==> src/rtl/fwbtp_pkg.sv <==
`timescale 1ns / 1ps
package fwbtp_pkg;
  localparam int TableEntries = 64;
  localparam int IdxW = $clog2(TableEntries);
  localparam int MaxWindowBytes = 64;
  localparam int QueueDepth = 2;

  localparam logic [1:0] StatusPredict = 2'd0;
  localparam logic [1:0] StatusInsert = 2'd1;
  localparam logic [1:0] StatusCorrect = 2'd2;
  localparam logic [1:0] StatusMispredict = 2'd3;

  localparam logic [0:0] CfgMode = 1'd0;
  localparam logic [0:0] CfgStep = 1'd1;

  localparam logic ActionPredict = 1'b0;

  typedef struct packed {
    logic        action;
    logic [63:0] pc;
    logic [6:0]  window_len;
    logic [63:0] actual_target;
  } in_item_t;

  typedef struct packed {
    logic        found_entry;
    logic        predict_taken;
    logic [6:0]  fetch_len;
    logic [63:0] pred_target;
    logic [1:0]  update_status;
  } out_item_t;

  typedef enum logic [1:0] {
    ST_IDLE,
    ST_SCAN,
    ST_UPDATE,
    ST_DONE
  } exec_state_t;

  typedef struct packed {
    logic        action;
    logic [63:0] pc;
    logic [6:0]  window_len;
    logic [6:0]  limit;
    logic [63:0] actual_target;
  } cmd_t;
endpackage

==> src/rtl/fwbtp_front.sv <==
`timescale 1ns / 1ps
module fwbtp_front import fwbtp_pkg::*; (
  input  logic     clk,
  input  logic     rst,
  input  logic     in_valid,
  output logic     in_stall,
  input  in_item_t in_data,
  output logic     cmd_valid,
  input  logic     cmd_pop,
  output cmd_t     cmd
);
  localparam int PtrW = $clog2(QueueDepth);
  cmd_t q [QueueDepth];
  logic [PtrW-1:0] wr_ptr, rd_ptr;
  logic [PtrW:0] count;
  cmd_t cmd_in;
  logic push, pop;

  always_comb begin
    cmd_in.action = in_data.action;
    cmd_in.pc = in_data.pc;
    cmd_in.window_len = in_data.window_len;
    cmd_in.limit = (in_data.window_len > 7'(MaxWindowBytes)) ?
                   7'(MaxWindowBytes) : in_data.window_len;
    cmd_in.actual_target = in_data.actual_target;
  end

  assign in_stall = (count == (PtrW+1)'(QueueDepth));
  assign push = in_valid && !in_stall;
  assign pop = cmd_pop && cmd_valid;
  assign cmd_valid = (count != '0);
  assign cmd = q[rd_ptr];

  always_ff @(posedge clk) begin
    if (push) q[wr_ptr] <= cmd_in;
  end

  always_ff @(posedge clk) begin
    if (rst) begin
      wr_ptr <= '0;
      rd_ptr <= '0;
      count <= '0;
    end else begin
      if (push) wr_ptr <= wr_ptr + 1'b1;
      if (pop) rd_ptr <= rd_ptr + 1'b1;
      count <= count + (PtrW+1)'(push) - (PtrW+1)'(pop);
    end
  end
endmodule

==> config.mk <==
export PLATFORM = sky130hd
export DESIGN_NAME = fwbtp_front
export DESIGN_NICKNAME = d
export VERILOG_FILES = /design/src/rtl/fwbtp_pkg.sv /design/src/rtl/fwbtp_front.sv
export SDC_FILE = /design/constraint.sdc
export NUM_CORES = 1
export LEC_CHECK = 0
export BUFFER_PORTS_ARGS = -buffer_cell sky130_fd_sc_hd__buf_2
export CAP_MARGIN = 15
export CORE_UTILIZATION = 52
export CTS_CLUSTER_DIAMETER = 200
export DETAILED_ROUTE_END_ITERATION = 8
export PLACE_DENSITY_LB_ADDON = 0.1
export SLEW_MARGIN = 10
export SYNTH_ARGS = -nofsm -noshare
export SYNTH_HDL_FRONTEND = slang
export SYNTH_SLANG_ARGS = --single-unit
==> constraint.sdc <==
create_clock -name clk -period 5.1 [get_ports clk]
set_clock_uncertainty 0.2 [all_clocks]
set_input_delay 0.51 -clock clk [delete_from_list [all_inputs] [get_ports clk]]
set_output_delay 0.51 -clock clk [all_outputs]
set_load 0.005 [all_outputs]
# Yosys cells after proc, flatten, opt, wreduce, memory -nomap -nowiden
# Memories as Yosys holds them, arrays and structs flattened. A register that Yosys moved wholly into a read port is not among the register bits.
# Cells that the tools add are included.
[word_totals] regBits=4 ram_bits=286 out_inout_bits=145 word_cells=19 memories=1
[memory_table] memory="q" depth=2 word_bits=143 rd=1 rd_clocked_by_memory_dff=1 wr=1 line_no="fwbtp_front.sv:13" text="cmd_t q [QueueDepth];"
[op_classes] add_sub_neg=4 n_lt_le_gt_ge=1 eq_ne=1 muxes=5 reduce_logical=4
[op_table] cell="greater-than comparator 7 bit, second input constant" count=1
[op_table] cell="2-to-1 mux 7 bit" count=1
[op_table] cell="2-to-1 mux 1 bit" count=4
[op_table] cell="adder 1 bit, second input constant" count=2
[op_table] cell="adder 2 x 1 -> 2 bit" count=1
[op_table] cell="equality test 2 bit, second input constant" count=1
[op_table] cell="logical AND 1 bit" count=2
[op_table] cell="nonzero test 2 bit" count=1
[op_table] cell="subtractor 2 x 1 -> 2 bit" count=1
[op_table] cell="zero test 1 bit" count=1

# Depth between registers and ports, before layout
# Gate-level depths: netlist of run 1.
[depth] depth_word=5 depth_mapped=8 depth_no_buf=8

# Worst setup path before layout of run 1
# No wires, ideal clock.
[synth_path] path_type="input -> register" from="input port in_valid" to="memory q[1][0] (netlist name) (enable)" setup_time_ns=0.520 arrival_ns=3.845 required_ns=4.380 setup_slack_ns=0.535 path_stages=1 path_buffers=0 cell_sequence="and3_1"
[synth_via] elab_chain_len=3
[synth_lines] item="from (decl)" line_no="fwbtp_front.sv:5" text="input logic in_valid,"
[synth_lines] item="logical AND 1 bit" line_no="fwbtp_front.sv:29" text="assign push = in_valid && !in_stall;"
[synth_lines] item="2-to-1 mux 1 bit" line_no="fwbtp_front.sv:35" text="if (push) q[wr_ptr] <= cmd_in;"
[synth_lines] item="2-to-1 mux 1 bit (not written as such)" line_no="fwbtp_front.sv:35"
[synth_lines] item="to (decl)" line_no="fwbtp_front.sv:13"
# Every way passes these cells.

==> results of run 1 <==
## per-layer routing
| layer | share of wire [%] | vias up | wire length [um] | GRT usage (%) |
|---|---|---|---|---|
| met1 | 38 | 2816 | 7960 | 22.5 |
| met2 | 52 | 221 | 10800 | 34.5 |
| li1 | - | 2775 | - | - |
| met5 | 0 | - | 0 | 0 |
| met3 | 7.3 | 41 | 1510 | 5.22 |
| met4 | 2.6 | 0 | 549 | 6.51 |
## per-stage QoR
stage	std cells	hold WS, ns	total power (W)	instance area (sq um)	setup slack [ns]
floorplan	479	0.252	0.00429	10900	0.535
global placement	1021	0.274	0.00484	12600	2.30
detailed placement	1021	0.292	0.00489	12600	2.24
CTS	1209	0.114	0.00700	14900	1.84
global route	1209	0.140	0.00725	14900	1.75
finish	1209	0.137	0.00694	14900	1.89
## worst register-to-register path, delay by kind of cell, from the launching register on
family / cells / cell delay, ns
flip-flops: 1 / 0.36
AND/OR/NAND/NOR: 2 / 0.55
buffers and inverters: 3 / 1.29
## logic make-up after synthesis
kind of cell	share of synthesized area [%]
adders and majority gates	0.230
muxes	17.2
DFF	79.9
xor gates and xnor gates	0.161
AOI/OAI and AO/OA	0.161
buffers and inverters	1.43
and+or+nand+nor	0.898
## layout make-up
type	instances	area [sq um]
clock buffers	35	768
clock inverters	17	158
fillers	1251	5510
inverters	4	20.0
multi-input cells	167	2040
flip-flops and latches	291	8690
well taps	270	338
repair buffers	425	2850
## synthesized netlist by cell type (all sizes together) (2+ instances only)
cell type,instances,area share [%]
edfxtp,286,79
mux2,143,17
buf,16,1.3
nor2b,7,0.40
dfxtp,5,0.92
inv,4,0.14
nor2,3,0.10
ha,2,0.23
## cell usage in the layout (no fill, tap or decap), drive strengths merged
| cell type | Yosys | layout |
|---|---|---|
| a21oi | 1 | 1 |
| and2 | 1 | 1 |
| and3 | 1 | 1 |
| buf | 16 | 289 |
| bufinv | 0 | 3 |
| clkbuf | 1 | 35 |
| clkinv | 0 | 12 |
| clkinvlp | 0 | 2 |
| dfxtp | 5 | 5 |
| dlygate4sd3 | 0 | 136 |
| edfxtp | 286 | 286 |
| ha | 2 | 2 |
| inv | 4 | 4 |
| mux2 | 143 | 143 |
| nand2 | 1 | 1 |
| nand2b | 1 | 1 |
| nor2 | 3 | 3 |
| nor2b | 7 | 7 |
| nor3 | 1 | 1 |
| o21a | 1 | 1 |
| o21ai | 1 | 1 |
| or2 | 1 | 1 |
| or3 | 1 | 1 |
| xnor2 | 1 | 1 |
| xor2 | 1 | 1 |
## registers in the layout (all words and copies together), names as in the netlist, named ones only
| register | count |
|---|---|
| count | 2 |
| q | 286 |
| rd_ptr | 1 |
| wr_ptr | 1 |
## timing repair
action                                 4_1_cts  5_1_grt
setup buffers                                0        0
endpoints found under the hold margin      274        0
hold buffers                               136        0
## power breakdown
| group | switching (W) | leakage [nW] | internal [W] |
|---|---|---|---|
| Combinational | 0.000741 | 2.58 | 0.000951 |
| Sequential | 0.000155 | 2.72 | 0.00305 |
| Clock | 0.000821 | 0.452 | 0.00122 |
## worst max-delay path by stage
stage               cells past startpoint                  to  startpoint  slack, ns
floorplan                               1   q[1][0]$_DFFE_PP_    in_valid       0.53
global placement                        5  q[0][56]$_DFFE_PP_    in_valid       2.30
detailed placement                      5  q[0][57]$_DFFE_PP_    in_valid       2.24
CTS                                     3             cmd[18]   flip-flop       1.84
global route                            3             cmd[18]   flip-flop       1.75
finish                                  3             cmd[18]   flip-flop       1.89
==> results.sh, run 1 <==
export IMPL_status="completed"
export IMPL_io_pins=285
export IMPL_setup_viol=0
export IMPL_routed_via_density=4.84
export IMPL_grt_max_degree=106
export IMPL_min_path_cells=1
export IMPL_finalNetCount=1060
export IMPL_synthesis_nets=621
export IMPL_gp_congestion=0.730
export IMPL_worstHoldEndpoint="q[1][77]$_DFFE_PP_"
export IMPL_die_h_um=147
export IMPL_clk_latency_ns=0.52
export IMPL_post_cts_resized=0
export IMPL_ys_seq_area_share_pct=79.9
export IMPL_tns_ns=0
export IMPL_critPathCaptureType="primary output"
export IMPL_slew_violations=0
export IMPL_synth_cells=479
export IMPL_clockRootBuffer="clkbuf_16"
export IMPL_hold_violations=0
export IMPL_maxSlewHeadroom_pct=31.2
export IMPL_hp_start="in_data[70]"
export IMPL_port_buffer_count=284
export IMPL_synth_enable_flop_cells=286
export IMPL_r2r_end="q[0][60]$_DFFE_PP_"
export IMPL_crit_buf_inv=2
export IMPL_drive_gt1_share_pct=51.0
export IMPL_dieArea_sq_um=21500
export IMPL_layout_worst_path_cycle_share_pct=63.0
export IMPL_drv_cap=0
export IMPL_rows=52
export IMPL_syn_cell_area_sq_um=10900
export IMPL_worstPathMaxFanout=49
export IMPL_synth_async_reset_ratio_pct=0
export IMPL_start_kind="flip-flop"
export IMPL_yosys_cell_types_count=23
export IMPL_ys_ff_latch=291
export IMPL_worstSetupPathType="reg2out"
export IMPL_cts_htree_levels=1
export IMPL_critPathMaxStageDelay_ns=0.88
export IMPL_peakVddDrop_v=0.000443
export IMPL_ys_flop_type="edfxtp_1"
export IMPL_detail_route_antenna_nets=0
export IMPL_hold_class="in2reg"
export IMPL_cts_sinks=291
export IMPL_drt_wirelength_per_cell_um=17.2
export IMPL_slowest_stage="dfxtp_4"
export IMPL_grt_pass1_vias=6331
export IMPL_dr_pass1_iters=4
export IMPL_finalWirelength_mm=20.9
export IMPL_drt_iter0_drc=247
export IMPL_initial_core_util_pct=53.4
export IMPL_grtUsageTotal_pct=19.3
export IMPL_leakage_nw=5.75
export IMPL_antennaDiodeCount=0
export IMPL_rr_worst_depth=5
export IMPL_rsz0062_at_grt="no"
export IMPL_grt_pass1_wl_mm=32.3
export IMPL_cts_made_buffers=29
export IMPL_fp_dieW_um=147
export IMPL_drc=0
export IMPL_power_density_nw_per_um2=467
export IMPL_gr_total_overflow=0
export IMPL_avgSynthCellArea_sq_um=22.7
export IMPL_reg2reg_setup_slack_ns=2.36
export IMPL_r2r_start="count[0]$_SDFF_PP0_"
export IMPL_syn_to_final_growth_pct=36.6
export IMPL_antenna_found_initial=0
export IMPL_core_sq_um=20400
export IMPL_num_vias=5853
export IMPL_finalCriticalPeriod_ns=3.21
export IMPL_clk_pin_slew_worst_paths_ns=0.06
export IMPL_fin_util_pct=73.0
export IMPL_crit_required_ns=4.39
export IMPL_hpwl_mm=12.9
export IMPL_cp_cell_sequence="buf_4, mux2_2, buf_2"
export IMPL_worstMarginPinSlew_ns=1.03
export IMPL_arrival_ns=2.50
export IMPL_crit_family="flip-flops"
export IMPL_yosysWarnings=0
export IMPL_tritoncts="done"
export IMPL_cts_buffer_depth=3
export IMPL_fmax_ghz=0.311
Note: power is estimated with default switching activity, not from simulation.
==> inputs of run 2 (changes only) <==
--- a/config.mk
+++ b/config.mk
@@ -7,7 +7,7 @@
 export LEC_CHECK = 0
 export BUFFER_PORTS_ARGS = -buffer_cell sky130_fd_sc_hd__buf_2
 export CAP_MARGIN = 15
-export CORE_UTILIZATION = 52
+export CORE_UTILIZATION = 47
 export CTS_CLUSTER_DIAMETER = 200
 export DETAILED_ROUTE_END_ITERATION = 8
 export PLACE_DENSITY_LB_ADDON = 0.1
==> constraint.sdc (replaced) <==
create_clock -name clk -period 2.9 [get_ports clk]
set_clock_uncertainty 0.2 [all_clocks]
set_input_delay 0.29 -clock clk [delete_from_list [all_inputs] [get_ports clk]]
set_output_delay 0.29 -clock clk [all_outputs]
set_load 0.005 [all_outputs]
==> results.sh, run 2 (synthesis gave the netlist of run 1 again) <==
export IMPL_status="completed"
export IMPL_drt_wirelength_per_cell_um=17.3
export IMPL_port_buffer_count=284
export IMPL_hold_violations=0
export IMPL_setup_viol=0
export IMPL_rsz0062_at_grt="no"
export IMPL_detail_route_antenna_nets=0
export IMPL_rr_worst_depth=5
export IMPL_worstSetupPathType="reg2out"
export IMPL_dr_pass1_iters=4
export IMPL_initial_core_util_pct=48.0
export IMPL_grtUsageTotal_pct=17.7
export IMPL_cts_htree_levels=1
export IMPL_die_h_um=154
export IMPL_leakage_nw=5.84
export IMPL_hpwl_mm=13.8
export IMPL_worstPathMaxFanout=84
export IMPL_layout_commonest_cell="edfxtp_1"
export IMPL_drt_iter0_drc=311
export IMPL_gr_total_overflow=0
export IMPL_hold_class="in2reg"
export IMPL_largest_register_ffs=286
export IMPL_dieArea_sq_um=23700
export IMPL_antenna_found_initial=0
export IMPL_finalCriticalPeriod_ns=2.46
export IMPL_finalNetCount=1067
export IMPL_grt_pass1_wl_mm=32.6
export IMPL_worstHoldEndpoint="rd_ptr$_SDFFE_PP0P_"
export IMPL_cts_made_buffers=29
export IMPL_peakVddDrop_v=0.000670
export IMPL_power_density_nw_per_um2=825
export IMPL_layout_worst_path_cycle_share_pct=84.8
export IMPL_regMostFlops="q"
export IMPL_drc=0
export IMPL_grt_pass1_vias=6371
export IMPL_critPathCaptureType="primary output"
export IMPL_r2r_end="q[0][95]$_DFFE_PP_"
export IMPL_finalWirelength_mm=21.3
export IMPL_drv_cap=0
export IMPL_antennaDiodeCount=0
export IMPL_fmax_ghz=0.407
export IMPL_r2r_start="count[0]$_SDFF_PP0_"
export IMPL_p_total_w=0.0124
export IMPL_clk_pin_slew_worst_paths_ns=0.06
export IMPL_slew_violations=0
export IMPL_reg2reg_setup_slack_ns=0.77
export IMPL_clk_latency_ns=0.51
export IMPL_place_inst=1041
export IMPL_maxSlewHeadroom_pct=57.6
export IMPL_top_regs="q: 286 flops, count: 2 flops"
export IMPL_rows=55
export IMPL_core_sq_um=22600
export IMPL_num_vias=5888
export IMPL_start_kind="flip-flop"
export IMPL_routed_via_density=4.78
export IMPL_clockRootBuffer="clkbuf_16"
export IMPL_final_cell_mix="edfxtp_1, buf_2, dlygate4sd3_1"
export IMPL_grt_max_degree=85
export IMPL_fillers=1542
export IMPL_fp_dieW_um=154
export IMPL_crit_required_ns=2.41
export IMPL_worstMarginPinSlew_ns=0.636
export IMPL_stdcell_count=1232
export IMPL_hp_start="cmd_pop"
export IMPL_cts_sinks=291
export IMPL_tritoncts="done"
export IMPL_min_path_cells=4
export IMPL_arrival_ns=1.97
export IMPL_gp_congestion=0.731
export IMPL_syn_to_final_growth_pct=38.4
export IMPL_fin_util_pct=66.5
export IMPL_cts_buffer_depth=3
export IMPL_io_pins=285
export IMPL_drive_gt1_share_pct=52.1
## run 2: report_power, final
part	leakage (nW)	total, W	internal, W	switching [W]
registers	2.72	0.00552	0.00536	0.000156
logic	2.64	0.00322	0.00176	0.00147
clock network	0.483	0.00368	0.00222	0.00146
total	5.84	0.0124	0.00934	0.00308
## run 2: worst max path at each step
stage | startpoint | endpoint | slack, ns | depth (start not counted)
floorplan | count[0]$_SDFF_PP0_ | q[0][0]$_DFFE_PP_ | -0.43 | 4
finish | flip-flop | cmd[130] | 0.44 | 3
global route | flip-flop | cmd[130] | 0.35 | 3
CTS | flip-flop | cmd[130] | 0.41 | 3
global placement | count[0]$_SDFF_PP0_ | q[0][83]$_DFFE_PP_ | 0.79 | 5
detailed placement | count[0]$_SDFF_PP0_ | q[0][91]$_DFFE_PP_ | 0.75 | 5
## run 2: layout make-up
cell class	instances	area [sq um]	share of cell area [%]
flip-flops and latches	291	8690	57.8
repair buffers	432	2980	19.8
multi-input cells	167	2050	13.6
clock buffers	38	810	5.38
well taps	285	357	2.37
clock inverters	15	148	0.981
inverters	4	18.8	0.125
## run 2: critical path, cell delays in order (launching register included)
cell     delay (ns)
dfxtp_4        0.37
buf_12         0.46
mux2_2         0.42
buf_2          0.13
## run 2: stage by stage
step | setup WS [ns] | setup TNS [ns] | area [sq um] | hold WS (ns)
2_1_floorplan | -0.427 | -61.02 | 10900 | 0.154
3_3_place_gp | 0.791 | 0 | 12700 | 0.277
3_5_place_dp | 0.754 | 0 | 12700 | 0.281
4_1_cts | 0.408 | 0 | 15100 | 0.00952
5_1_grt | 0.352 | 0 | 15100 | 0.0461
6_report | 0.441 | 0 | 15100 | 0.0318
## run 2: metal layers
layer	share of wire [%]	track usage [%]	routed length, um
met3	8.7	6.03	1860
met2	50	31.2	10700
met5	0	0	0
met1	39	20.3	8240
met4	2.4	5.62	501
## run 2: timing repair
action | in CTS | in global routing
gates resized for setup | 0 | 0
hold buffers | 138 | 0
setup buffers | 0 | 0
hold endpoints to repair | 291 | 0
setup endpoints to repair | 0 | 0
==> inputs of run 3 (changes only) <==
--- a/config.mk
+++ b/config.mk
@@ -7,7 +7,7 @@
 export LEC_CHECK = 0
 export BUFFER_PORTS_ARGS = -buffer_cell sky130_fd_sc_hd__buf_2
 export CAP_MARGIN = 15
-export CORE_UTILIZATION = 47
+export CORE_UTILIZATION = 52
 export CTS_CLUSTER_DIAMETER = 200
 export DETAILED_ROUTE_END_ITERATION = 8
 export PLACE_DENSITY_LB_ADDON = 0.1
==> constraint.sdc (replaced) <==
create_clock -name clk -period 2.47 [get_ports clk]
set_clock_uncertainty 0.2 [all_clocks]
set_input_delay 0.247 -clock clk [delete_from_list [all_inputs] [get_ports clk]]
set_output_delay 0.247 -clock clk [all_outputs]
set_load 0.005 [all_outputs]
==> results.sh, run 3 (synthesis gave the netlist of run 1 again) <==
export IMPL_worstPathMaxFanout=53
export IMPL_largest_register_ffs=286
export IMPL_reg2reg_setup_slack_ns=0.44
export IMPL_status="completed"
export IMPL_cts_made_buffers=28
export IMPL_use_met2_pct=35.6
export IMPL_final_cell_mix="edfxtp_1, buf_2, dlygate4sd3_1"
export IMPL_finalCriticalPeriod_ns=2.23
export IMPL_clockRootBuffer="clkbuf_16"
export IMPL_rows=52
export IMPL_cts_buffer_depth=3
export IMPL_num_vias=5937
export IMPL_gr_total_overflow=0
export IMPL_core_sq_um=20400
export IMPL_port_buffer_count=284
export IMPL_min_path_cells=2
export IMPL_finalWirelength_mm=21.3
export IMPL_cts_htree_levels=1
export IMPL_holdWs_ns=0.241
export IMPL_slew_violations=0
export IMPL_worstSetupPathType="reg2out"
export IMPL_drt_iter0_drc=237
export IMPL_grt_pass1_vias=6369
export IMPL_worstMarginPinSlew_ns=0.441
export IMPL_arrival_ns=1.78
export IMPL_syn_to_final_growth_pct=37.5
export IMPL_postCtsSetupBuffers=0
export IMPL_top_regs="q: 286 flops, count: 2 flops"
export IMPL_fmax_ghz=0.449
export IMPL_regMostFlops="q"
export IMPL_place_inst=1025
export IMPL_path_depth=3
export IMPL_hpwl_mm=13.0
export IMPL_initial_core_util_pct=53.4
export IMPL_tritoncts="done"
export IMPL_slowest_stage="dfxtp_4"
export IMPL_r2r_start="count[0]$_SDFF_PP0_"
export IMPL_layout_worst_path_cycle_share_pct=90.1
export IMPL_cts_sinks=291
export IMPL_grt_pass1_wl_mm=33.0
export IMPL_dieArea_sq_um=21500
export IMPL_critPathCaptureType="primary output"
export IMPL_crit_buf_inv=2
export IMPL_drv_cap=0
export IMPL_r2r_end="q[0][88]$_DFFE_PP_"
export IMPL_drive_gt1_share_pct=51.1
export IMPL_fp_dieW_um=147
export IMPL_antenna_found_initial=0
export IMPL_fin_util_pct=73.4
export IMPL_peakVddDrop_v=0.000713
export IMPL_grtUsageTotal_pct=19.8
export IMPL_grt_busiest_layer="met2"
export IMPL_io_pins=285
export IMPL_finalNetCount=1066
export IMPL_crit_family="buffers and inverters"
export IMPL_maxSlewHeadroom_pct=70.6
export IMPL_dr_pass1_iters=4
export IMPL_hold_violations=0
export IMPL_setup_viol=0
export IMPL_grt_max_degree=75
export IMPL_cp_cell_sequence="buf_12, mux2_2, buf_2"
export IMPL_clk_pin_slew_worst_paths_ns=0.06
export IMPL_power_density_nw_per_um2=961
export IMPL_gp_congestion=0.760
export IMPL_drc=0
export IMPL_layout_commonest_cell="edfxtp_1"
export IMPL_tns_ns=0
export IMPL_rsz0062_at_grt="no"
export IMPL_leakage_nw=5.78
export IMPL_antennaDiodeCount=0
export IMPL_clk_latency_ns=0.53
export IMPL_die_h_um=147
export IMPL_rr_worst_depth=5
export IMPL_detail_route_antenna_nets=0
export IMPL_met3_usage_pct=5.13
export IMPL_critPathMaxStageDelay_ns=0.39
export IMPL_use_met1_pct=23.1
export IMPL_endpoint="cmd[12]"
export IMPL_start_kind="flip-flop"
export IMPL_routed_via_density=4.89
export IMPL_crit_required_ns=2.02
export IMPL_hold_class="in2reg"
export IMPL_stdcell_count=1213
export IMPL_drt_wirelength_per_cell_um=17.6
run 3: final cells by class:
cell class / count / area, sq um
Clock buffer: 35 / 748
Sequential cell: 291 / 8690
Timing Repair Buffer: 432 / 2970
Fill cell: 1253 / 5410
Tap cell: 270 / 338
Inverter: 4 / 18.8
Clock inverter: 14 / 140
Multi-Input combinational cell: 167 / 2050
run 3: worst min-delay path by stage:
stage                       startpoint  slack (ns)                  end
after floorplan                    rst        0.11  count[0]$_SDFF_PP0_
after global placement     in_data[42]        0.23   q[0][42]$_DFFE_PP_
after detailed placement   in_data[19]        0.24   q[0][19]$_DFFE_PP_
after CTS                  in_data[31]        0.21   q[0][31]$_DFFE_PP_
after global routing       in_data[44]        0.23   q[0][44]$_DFFE_PP_
final                     in_data[121]        0.24  q[0][128]$_DFFE_PP_
run 3: what timing repair did:
item,in CTS,in global routing
gates resized for setup,0,0
endpoints found under the hold margin,291,0
hold buffers,139,0
run 3: per-layer routing:
layer	up-vias	wire [um]
met5	-	0
li1	2784	-
met3	38	1450
met2	216	11100
met1	2899	8280
met4	0	463
run 3: metrics by stage:
step           total power (W)  cell area, sq um  worst slack, ns
6_report                0.0144             15000            0.245
3_5_place_dp            0.0102             12700            0.449
4_1_cts                 0.0145             15000            0.193
2_1_floorplan          0.00883             10900           -0.857
3_3_place_gp            0.0101             12700            0.500
5_1_grt                 0.0150             15000            0.158
run 3: power by group:
part,internal [W],total (W),switching (W)
registers,0.00629,0.00649,0.000193
clock network,0.00244,0.00411,0.00167
logic,0.00206,0.00377,0.00172
total,0.0108,0.0144,0.00358
